==> src/rgbhls_pkg.sv <==
`default_nettype none

package rgbhls_pkg;

    localparam int HUE_FRAC_BITS = 8;
    localparam int N_CELLS       = (HUE_FRAC_BITS + 1 > 8) ? HUE_FRAC_BITS + 1 : 8;
    localparam int NUM_W         = N_CELLS + 8;
    localparam int HUE_W         = HUE_FRAC_BITS + 4;

    localparam logic [2:0] BASE_RED   = 3'd0;
    localparam logic [2:0] BASE_GREEN = 3'd2;
    localparam logic [2:0] BASE_BLUE  = 3'd4;
    localparam logic [2:0] BASE_WRAP  = 3'd6;

    typedef struct packed {
        logic [7:0] red;
        logic [7:0] green;
        logic [7:0] blue;
    } t_pix_in;

    typedef struct packed {
        logic [10:0] hue;
        logic [8:0]  lightness_sum;
        logic [7:0]  saturation;
        logic        achromatic;
    } t_pix_out;

    typedef struct packed {
        logic [7:0]         rem;
        logic [N_CELLS-1:0] num;
        logic [N_CELLS-1:0] quot;
        logic [7:0]         divisor;
    } t_div_lane;

    typedef struct packed {
        t_div_lane  hue_lane;
        t_div_lane  sat_lane;
        logic [2:0] base;
        logic       neg;
        logic [8:0] sum;
        logic       achro;
    } t_cell_data;

endpackage

`default_nettype wire

==> src/rgbhls_prep.sv <==
`default_nettype none

module rgbhls_prep import rgbhls_pkg::*; (
    input  wire         i_clk,
    input  wire         i_rst_n,
    input  wire         i_valid,
    input  t_pix_in     i_data,
    output logic        o_ready,
    output logic        o_valid,
    output t_cell_data  o_data,
    input  wire         i_ready
);

    logic       r_valid;
    logic       n_valid;
    t_cell_data r_data;
    t_cell_data n_data;

    logic [7:0]       mx;
    logic [7:0]       mn;
    logic [7:0]       delta;
    logic [8:0]       sum;
    logic [7:0]       denom;
    logic [7:0]       p;
    logic [7:0]       q;
    logic [7:0]       ad;
    logic [NUM_W-1:0] hx;
    logic [NUM_W-1:0] sx;

    assign o_ready = !r_valid || i_ready;
    assign o_valid = r_valid;
    assign o_data  = r_data;

    always_comb begin
        mx = i_data.red;
        mn = i_data.red;
        if (i_data.green > mx) mx = i_data.green;
        if (i_data.blue > mx)  mx = i_data.blue;
        if (i_data.green < mn) mn = i_data.green;
        if (i_data.blue < mn)  mn = i_data.blue;
        delta = mx - mn;
        sum   = {1'b0, mx} + {1'b0, mn};
        denom = (sum < 9'd255) ? sum[7:0] : 8'(9'd510 - sum);

        if (i_data.red == mx) begin
            p = i_data.green;
            q = i_data.blue;
            n_data.base = (i_data.green >= i_data.blue) ? BASE_RED : BASE_WRAP;
        end else if (i_data.green == mx) begin
            p = i_data.blue;
            q = i_data.red;
            n_data.base = BASE_GREEN;
        end else begin
            p = i_data.red;
            q = i_data.green;
            n_data.base = BASE_BLUE;
        end
        n_data.neg = p < q;
        ad = (p >= q) ? p - q : q - p;
        hx = NUM_W'(ad) << HUE_FRAC_BITS;
        sx = NUM_W'({8'd0, delta} * 16'd255);

        n_data.hue_lane.rem     = hx[NUM_W-1:N_CELLS];
        n_data.hue_lane.num     = hx[N_CELLS-1:0];
        n_data.hue_lane.quot    = '0;
        n_data.hue_lane.divisor = delta;
        n_data.sat_lane.rem     = sx[NUM_W-1:N_CELLS];
        n_data.sat_lane.num     = sx[N_CELLS-1:0];
        n_data.sat_lane.quot    = '0;
        n_data.sat_lane.divisor = denom;
        n_data.sum   = sum;
        n_data.achro = (delta == 8'd0);

        n_valid = o_ready ? i_valid : r_valid;
    end

    always_ff @(posedge i_clk) begin
        if (!i_rst_n) begin
            r_valid <= 1'b0;
        end else begin
            r_valid <= n_valid;
        end
    end

    always_ff @(posedge i_clk) begin
        if (o_ready && i_valid) begin
            r_data <= n_data;
        end
    end

endmodule

`default_nettype wire

==> src/rgbhls_cell.sv <==
`default_nettype none

module rgbhls_cell import rgbhls_pkg::*; (
    input  wire         i_clk,
    input  wire         i_rst_n,
    input  wire         i_valid,
    input  t_cell_data  i_data,
    output logic        o_ready,
    output logic        o_valid,
    output t_cell_data  o_data,
    input  wire         i_ready
);

    function automatic t_div_lane div_step(input t_div_lane lane);
        logic [8:0] t;
        logic       ge;
        t_div_lane  res;
        t  = {lane.rem, lane.num[N_CELLS-1]};
        ge = t >= {1'b0, lane.divisor};
        res.rem     = ge ? 8'(t - {1'b0, lane.divisor}) : t[7:0];
        res.num     = lane.num << 1;
        res.quot    = {lane.quot[N_CELLS-2:0], ge};
        res.divisor = lane.divisor;
        return res;
    endfunction

    logic       r_valid;
    logic       n_valid;
    t_cell_data r_data;
    t_cell_data n_data;

    assign o_ready = !r_valid || i_ready;
    assign o_valid = r_valid;
    assign o_data  = r_data;

    always_comb begin
        n_data          = i_data;
        n_data.hue_lane = div_step(i_data.hue_lane);
        n_data.sat_lane = div_step(i_data.sat_lane);
        n_valid         = o_ready ? i_valid : r_valid;
    end

    always_ff @(posedge i_clk) begin
        if (!i_rst_n) begin
            r_valid <= 1'b0;
        end else begin
            r_valid <= n_valid;
        end
    end

    always_ff @(posedge i_clk) begin
        if (o_ready && i_valid) begin
            r_data <= n_data;
        end
    end

endmodule

`default_nettype wire

==> src/rgbhls_out.sv <==
`default_nettype none

module rgbhls_out import rgbhls_pkg::*; (
    input  wire         i_clk,
    input  wire         i_rst_n,
    input  wire         i_valid,
    input  t_cell_data  i_data,
    output logic        o_ready,
    output logic        o_valid,
    output t_pix_out    o_data,
    input  wire         i_ready
);

    logic           r_valid;
    logic           n_valid;
    t_pix_out       r_data;
    t_pix_out       n_data;
    logic [HUE_W-1:0] base_s;
    logic [HUE_W-1:0] quo;
    logic [HUE_W-1:0] quo_ceil;
    logic [HUE_W-1:0] hue;

    assign o_ready = !r_valid || i_ready;
    assign o_valid = r_valid;
    assign o_data  = r_data;

    always_comb begin
        base_s   = HUE_W'(i_data.base) << HUE_FRAC_BITS;
        quo      = HUE_W'(i_data.hue_lane.quot);
        quo_ceil = quo + HUE_W'(i_data.hue_lane.rem != 8'd0);
        hue      = i_data.neg ? base_s - quo_ceil : base_s + quo;

        n_data.lightness_sum = i_data.sum;
        n_data.achromatic    = i_data.achro;
        n_data.hue           = i_data.achro ? 11'd0 : 11'(hue);
        n_data.saturation    = i_data.achro ? 8'd0 : i_data.sat_lane.quot[7:0];

        n_valid = o_ready ? i_valid : r_valid;
    end

    always_ff @(posedge i_clk) begin
        if (!i_rst_n) begin
            r_valid <= 1'b0;
        end else begin
            r_valid <= n_valid;
        end
    end

    always_ff @(posedge i_clk) begin
        if (o_ready && i_valid) begin
            r_data <= n_data;
        end
    end

endmodule

`default_nettype wire

==> src/rgb_to_hls_pixel_core.sv <==
`default_nettype none

// Converts one 8-bit RGB pixel per transaction into hue (sextants with
// HUE_FRAC_BITS fraction bits), the sum max+min and a saturation scaled to
// 255, plus an achromatic flag. The block accepts one pixel every clock
// while the output is not stalled. Each result passes in turn through an
// input setup stage, a row of divider cells, each of which resolves one
// quotient bit of both the hue and the saturation division, and an output
// stage. Empty stages still take new pixels while a result waits, and once
// every stage holds a pixel a stall on the output stalls the input in the
// same cycle.

module rgb_to_hls_pixel_core import rgbhls_pkg::*; (
    input  wire       i_clk,
    input  wire       i_rst_n,
    input  wire       i_in_valid,
    input  t_pix_in   i_in_data,
    output logic      o_in_stall,
    output logic      o_out_valid,
    output t_pix_out  o_out_data,
    input  wire       i_out_stall
);

    logic       link_valid [N_CELLS+1];
    t_cell_data link_data  [N_CELLS+1];
    logic       link_ready [N_CELLS+1];
    logic       prep_ready;

    assign o_in_stall = !prep_ready;

    rgbhls_prep u_prep (
        .i_clk   (i_clk),
        .i_rst_n (i_rst_n),
        .i_valid (i_in_valid),
        .i_data  (i_in_data),
        .o_ready (prep_ready),
        .o_valid (link_valid[0]),
        .o_data  (link_data[0]),
        .i_ready (link_ready[0])
    );

    for (genvar k = 0; k < N_CELLS; k++) begin : g_cell
        rgbhls_cell u_cell (
            .i_clk   (i_clk),
            .i_rst_n (i_rst_n),
            .i_valid (link_valid[k]),
            .i_data  (link_data[k]),
            .o_ready (link_ready[k]),
            .o_valid (link_valid[k+1]),
            .o_data  (link_data[k+1]),
            .i_ready (link_ready[k+1])
        );
    end

    rgbhls_out u_out (
        .i_clk   (i_clk),
        .i_rst_n (i_rst_n),
        .i_valid (link_valid[N_CELLS]),
        .i_data  (link_data[N_CELLS]),
        .o_ready (link_ready[N_CELLS]),
        .o_valid (o_out_valid),
        .o_data  (o_out_data),
        .i_ready (!i_out_stall)
    );

endmodule

`default_nettype wire

==> config.mk <==
export PLATFORM = sky130hd
export DESIGN_NAME = rgb_to_hls_pixel_core
export DESIGN_NICKNAME = d
export VERILOG_FILES = /design/src/rgbhls_pkg.sv /design/src/rgbhls_prep.sv /design/src/rgbhls_cell.sv /design/src/rgbhls_out.sv /design/src/rgb_to_hls_pixel_core.sv
export SDC_FILE = /design/constraint.sdc
export NUM_CORES = 1
export LEC_CHECK = 0
export ABC_CLOCK_PERIOD_IN_PS = 9850
export BUFFER_PORTS_ARGS = -buffer_cell sky130_fd_sc_hd__buf_4
export CAP_MARGIN = 20
export CORE_AREA = 4 4 227 317
export DETAILED_ROUTE_END_ITERATION = 16
export DIE_AREA = 0 0 231 321
export PLACE_DENSITY = 0.78
export SLEW_MARGIN = 5
export SYNTH_ARGS = -nofsm -noshare
export SYNTH_HDL_FRONTEND = slang
export SYNTH_HIERARCHICAL = 1
export SYNTH_SLANG_ARGS = --single-unit
==> constraint.sdc <==
create_clock -name i_clk -period 9.85 [get_ports i_clk]
set_clock_uncertainty 0.15 [all_clocks]
set_input_delay 1.97 -clock i_clk [delete_from_list [all_inputs] [get_ports i_clk]]
set_output_delay 1.97 -clock i_clk [all_outputs]
set_load 0.005 [all_outputs]
Word-level counts from Yosys, hierarchy flattened
Index checks and enable logic that the tools add are counted.
W data, S select, Z words.
{"block": "totals", "in_bits": 28, "latchBits": 0, "rom_bits": 0, "word_cells": 249, "register_bits": 601, "output_inout_bits": 31, "ramBits": 0, "n_memories": 0}
{"block": "op_classes", "addsub": 25, "n_div": 0, "n_lt_le_gt_ge": 26, "shifts": 0, "eq_ne": 2, "mux": 31, "multipliers": 1, "bitwise_logic": 0, "n_reduce_logical": 37}
{"op": "$mux W8", "count": 27}
{"op": "$sub A8 B8 Y8", "count": 20}
{"op": "$ge A9 B8 Y1", "count": 16}
{"op": "$ge A8 B8 Y1", "count": 4}
{"op": "$lt A8 B8 Y1", "count": 3}
{"op": "$eq A8 B8 Y1", "count": 2}
{"op": "$gt A8 B8 Y1", "count": 2}
{"op": "$mul A8 B8 Y16 const B", "count": 1}
{"op": "$logic_not A1 Y1", "count": 13}
{"op": "$add A11 B9 Y11", "count": 1}
{"op": "$logic_and A1 B1 Y1", "count": 11}
{"op": "$logic_or A1 B1 Y1", "count": 11}
{"op": "$mux W11", "count": 1}
{"op": "$sub A11 B11 Y11", "count": 1}
{"op": "$add A9 B1 Y10", "count": 1}
{"op": "$add A8 B8 Y9", "count": 1}
{"op": "$lt A9 B8 Y1 const B", "count": 1}
{"op": "$mux W3", "count": 3}
{"op": "$logic_not A8 Y1", "count": 1}
{"op": "$reduce_bool A8 Y1", "count": 1}
{"op": "$sub A8 B8 Y8 const A", "count": 1}

Logic depth before layout (Yosys ltp)
{"block": "logic_depth", "depth_word": 13, "depth_mapped": 43, "depth_no_buf": 39}

Cells and area by module
The synthesis kept the hierarchy.
{"mod": "rgbhls_cell at g_cell[0].u_cell ...", "cells_each": 214, "seq_area_each_um2": 2422.3, "instances": 5, "area_per_inst_um2": 3463.3}
{"mod": "rgbhls_cell at g_cell[3].u_cell ...", "cells_each": 219, "seq_area_each_um2": 2422.3, "instances": 4, "area_per_inst_um2": 3483.3}
{"mod": "rgbhls_prep", "cells_each": 815, "seq_area_each_um2": 1521.5, "instances": 1, "area_per_inst_um2": 7465.9}
{"mod": "rgbhls_out", "cells_each": 142, "seq_area_each_um2": 890.9, "instances": 1, "area_per_inst_um2": 1706.6}
{"mod": "rgb_to_hls_pixel_core", "cells_each": 2, "seq_area_each_um2": 0.0, "instances": 1, "area_per_inst_um2": 7.5}

Worst setup path after synthesis
No wires, ideal clock.
{"block": "synth_timing", "kind": "input to register", "startpoint": "input port i_in_data[17] (netlist bit)", "endpoint": "register u_prep.r_data (netlist bit u_prep/o_data[46]), data pin", "setup_ns": 0.258, "slack_ns": -0.551, "arrival_ns": 9.994, "n_path_buf": 5, "required_time_ns": 9.442, "stages": 39, "path_cell_list": "buf_4 inv_1 ha_1 nor2b_1 o211ai_2 a21oi_2 o21ai_4 buf_4 clkbuf_1 mux2i_1 ha_1 nand2_1 o21ai_1 o21a_1 buf_6 nor2_2 clkbuf_1 nor2_1 [3 not listed] a21oi_4 o21bai_1 a21oi_4 xor2_4 inv_2 xnor3_1 ha_1 inv_1 fa_1 fa_1 fa_1 inv_1 ha_1 nor2_1 a21oi_1 a41o_1 o41a_1 xnor2_1"}
{"item": "start, declared", "line_no": "rgb_to_hls_pixel_core.sv:17", "source": "input t_pix_in i_in_data,"}
{"item": "end signal, assigned", "line_no": "rgbhls_prep.sv:87", "source": "r_data <= n_data;"}
{"item": "end, declared", "line_no": "rgbhls_prep.sv:16", "source": "t_cell_data r_data;"}

==> metrics.csv <==
metric,value,unit
Die Y,321,um
via count of the first global-routing pass,22260,
status,"complete, no violations",
Final Instance Area,38650,um^2
DRT Pass-1 Iters,7,
Setup WS pre-CTS,-138.4,ps
RSZ-0062 raised after global routing,false,
Worst path max stage delay,530,ps
core area,69040,um^2
vias,20780,
IO Port Bufs,58,
TritonCTS clock tree,built,
"most common cell after layout, fill and taps aside",edfxtp_1,
"Req. time, crit path",10040,ps
# rows,114,
Starting Density,0.4999,
setup TNS,0,ps
area of the mapped netlist,34510,um^2
crit path launch type,primary input,
Vias/cell,5.456,
Worst-Skew Late Latency,590,ps
n_diodes,0,
Synth Instances,2646,
"Slowest-stage cell, CP",fa_1,
Final GP Congestion,0.9410,
global-route wire length before repair,108000,um
fin. max-slew vios,0,
largest net degree at the start of global routing,64,
DP Wirelength,49780,um
fraction of layout cells with a size suffix above 1,0.1771,
Area after DPL,36700,um^2
R2R cell count,12,
ANT nets after route,0,
Clock H-tree levels,2,
Final Critical Period,9409,ps
TritonCTS Sinks,633,
CTS root buf,clkbuf_16,
Final Setup Violations,0,
"commonest cells after routing, fill and taps aside","edfxtp_1 (622), inv_1 (330), ha_1 (265)",
cell repeated most along the worst path,inv_1,
gr usage total,0.1764,
final net count,3172,
Crit Path Class,in -> reg,
final period utilization,0.9552,
TritonCTS Buffers,54,
Hold Fails Final Rpt,0,
hold depth,0,
clock buffer depth,3,
Final WS setup,441.5,ps
initial antenna violation count,0,
Synth Warn #,6,
FILL cells,5337,
synthesis-to-layout area growth,11.98,%
DRC viols,0,
Worst-Margin Slew,979.1,ps
WL final,66520,um
"Avg Cell Area, Syn",13.04,um^2
Clock Pin Slew Worst Setup and Hold Paths,70,ps
I/O pins,59,
wire per inst,17.47,um
Worst setup EP type,register,
hold crit path type,reg -> reg,
Max Freq,106.3,MHz
full die area,74150,um^2
Die Wd,231,um
Slew headroom,0.3413,
MaxCap Viol Count,0,
DRT iter0 DRCs,1163,
crit path max fanout,11,
gr ovfl total,0,
Critical Path AT,9590,ps
per-layer routing:
layer / wire [um] / up-vias / global-route usage / share of wire
li1: - / 10040 / - / -
met1: 23260 / 9997 / 0.1702 / 0.35
met2: 37370 / 530 / 0.3598 / 0.56
met3: 2068 / 214 / 0.01905 / 0.031
met4: 3828 / 0 / 0.09159 / 0.058
met5: 0 / - / 0 / 0
sequential cells by signal, summed over array words and instances, names as in the netlist:
signal and count:
g_cell.u_cell/o_data 543, u_prep/o_data 50, u_out/o_data 29, g_cell.u_cell/o_valid 9
u_out/o_valid 1, u_prep/o_valid 1
through the flow:
| stage | utilization | hold WS [ps] | instances |
|---|---|---|---|
| after floorplan | - | 250.3 | 2656 |
| after global placement | 0.5316 | 251.2 | 3705 |
| after detailed placement | 0.5316 | 254.5 | 3705 |
| after CTS | 0.5590 | 260.8 | 3805 |
| after global routing | 0.5599 | 264.0 | 3808 |
| final | 0.5599 | 260.8 | 3808 |
final cells by class:
type                            instances  area, um^2  share of cell area
Inverter                              341        1280             0.03312
Clock buffer                           64        1453             0.03758
Timing Repair Buffer                  179        1364             0.03529
Multi-Input combinational cell       1627       14060              0.3637
Clock inverter                         36       439.2             0.01136
Sequential cell                       633       18900              0.4889
Tap cell                              928        1161             0.03004
timing repair:
| item | 4_1_cts | 5_1_grt |
|---|---|---|
| setup endpoints to repair | 0 | 2 |
| hold buffers | 0 | 0 |
| resized for setup | 0 | 4 |
| buffers inserted | 0 | 1 |
critical path: cells and delay by family:
kind	cells	cell delay (ps)
fa+ha+maj	9	3210
compound gates	14	2400
simple gates	6	870
buf+inv	8	690
xor+xnor	3	440
path summary, 6_finish.rpt:
path                              start                           to  slack, ps
max                        i_in_data[9]            u_prep/o_data[46]        440
max reg2reg               u_out/o_valid  g_cell[0].u_cell/o_data[17]       6310
min          g_cell[3].u_cell/o_data[3]   g_cell[4].u_cell/o_data[3]        260
min reg2reg  g_cell[3].u_cell/o_data[3]   g_cell[4].u_cell/o_data[3]        260
Power is not shown: default switching activity piles up to over one toggle a cycle in this logic, so the estimate is an artifact.
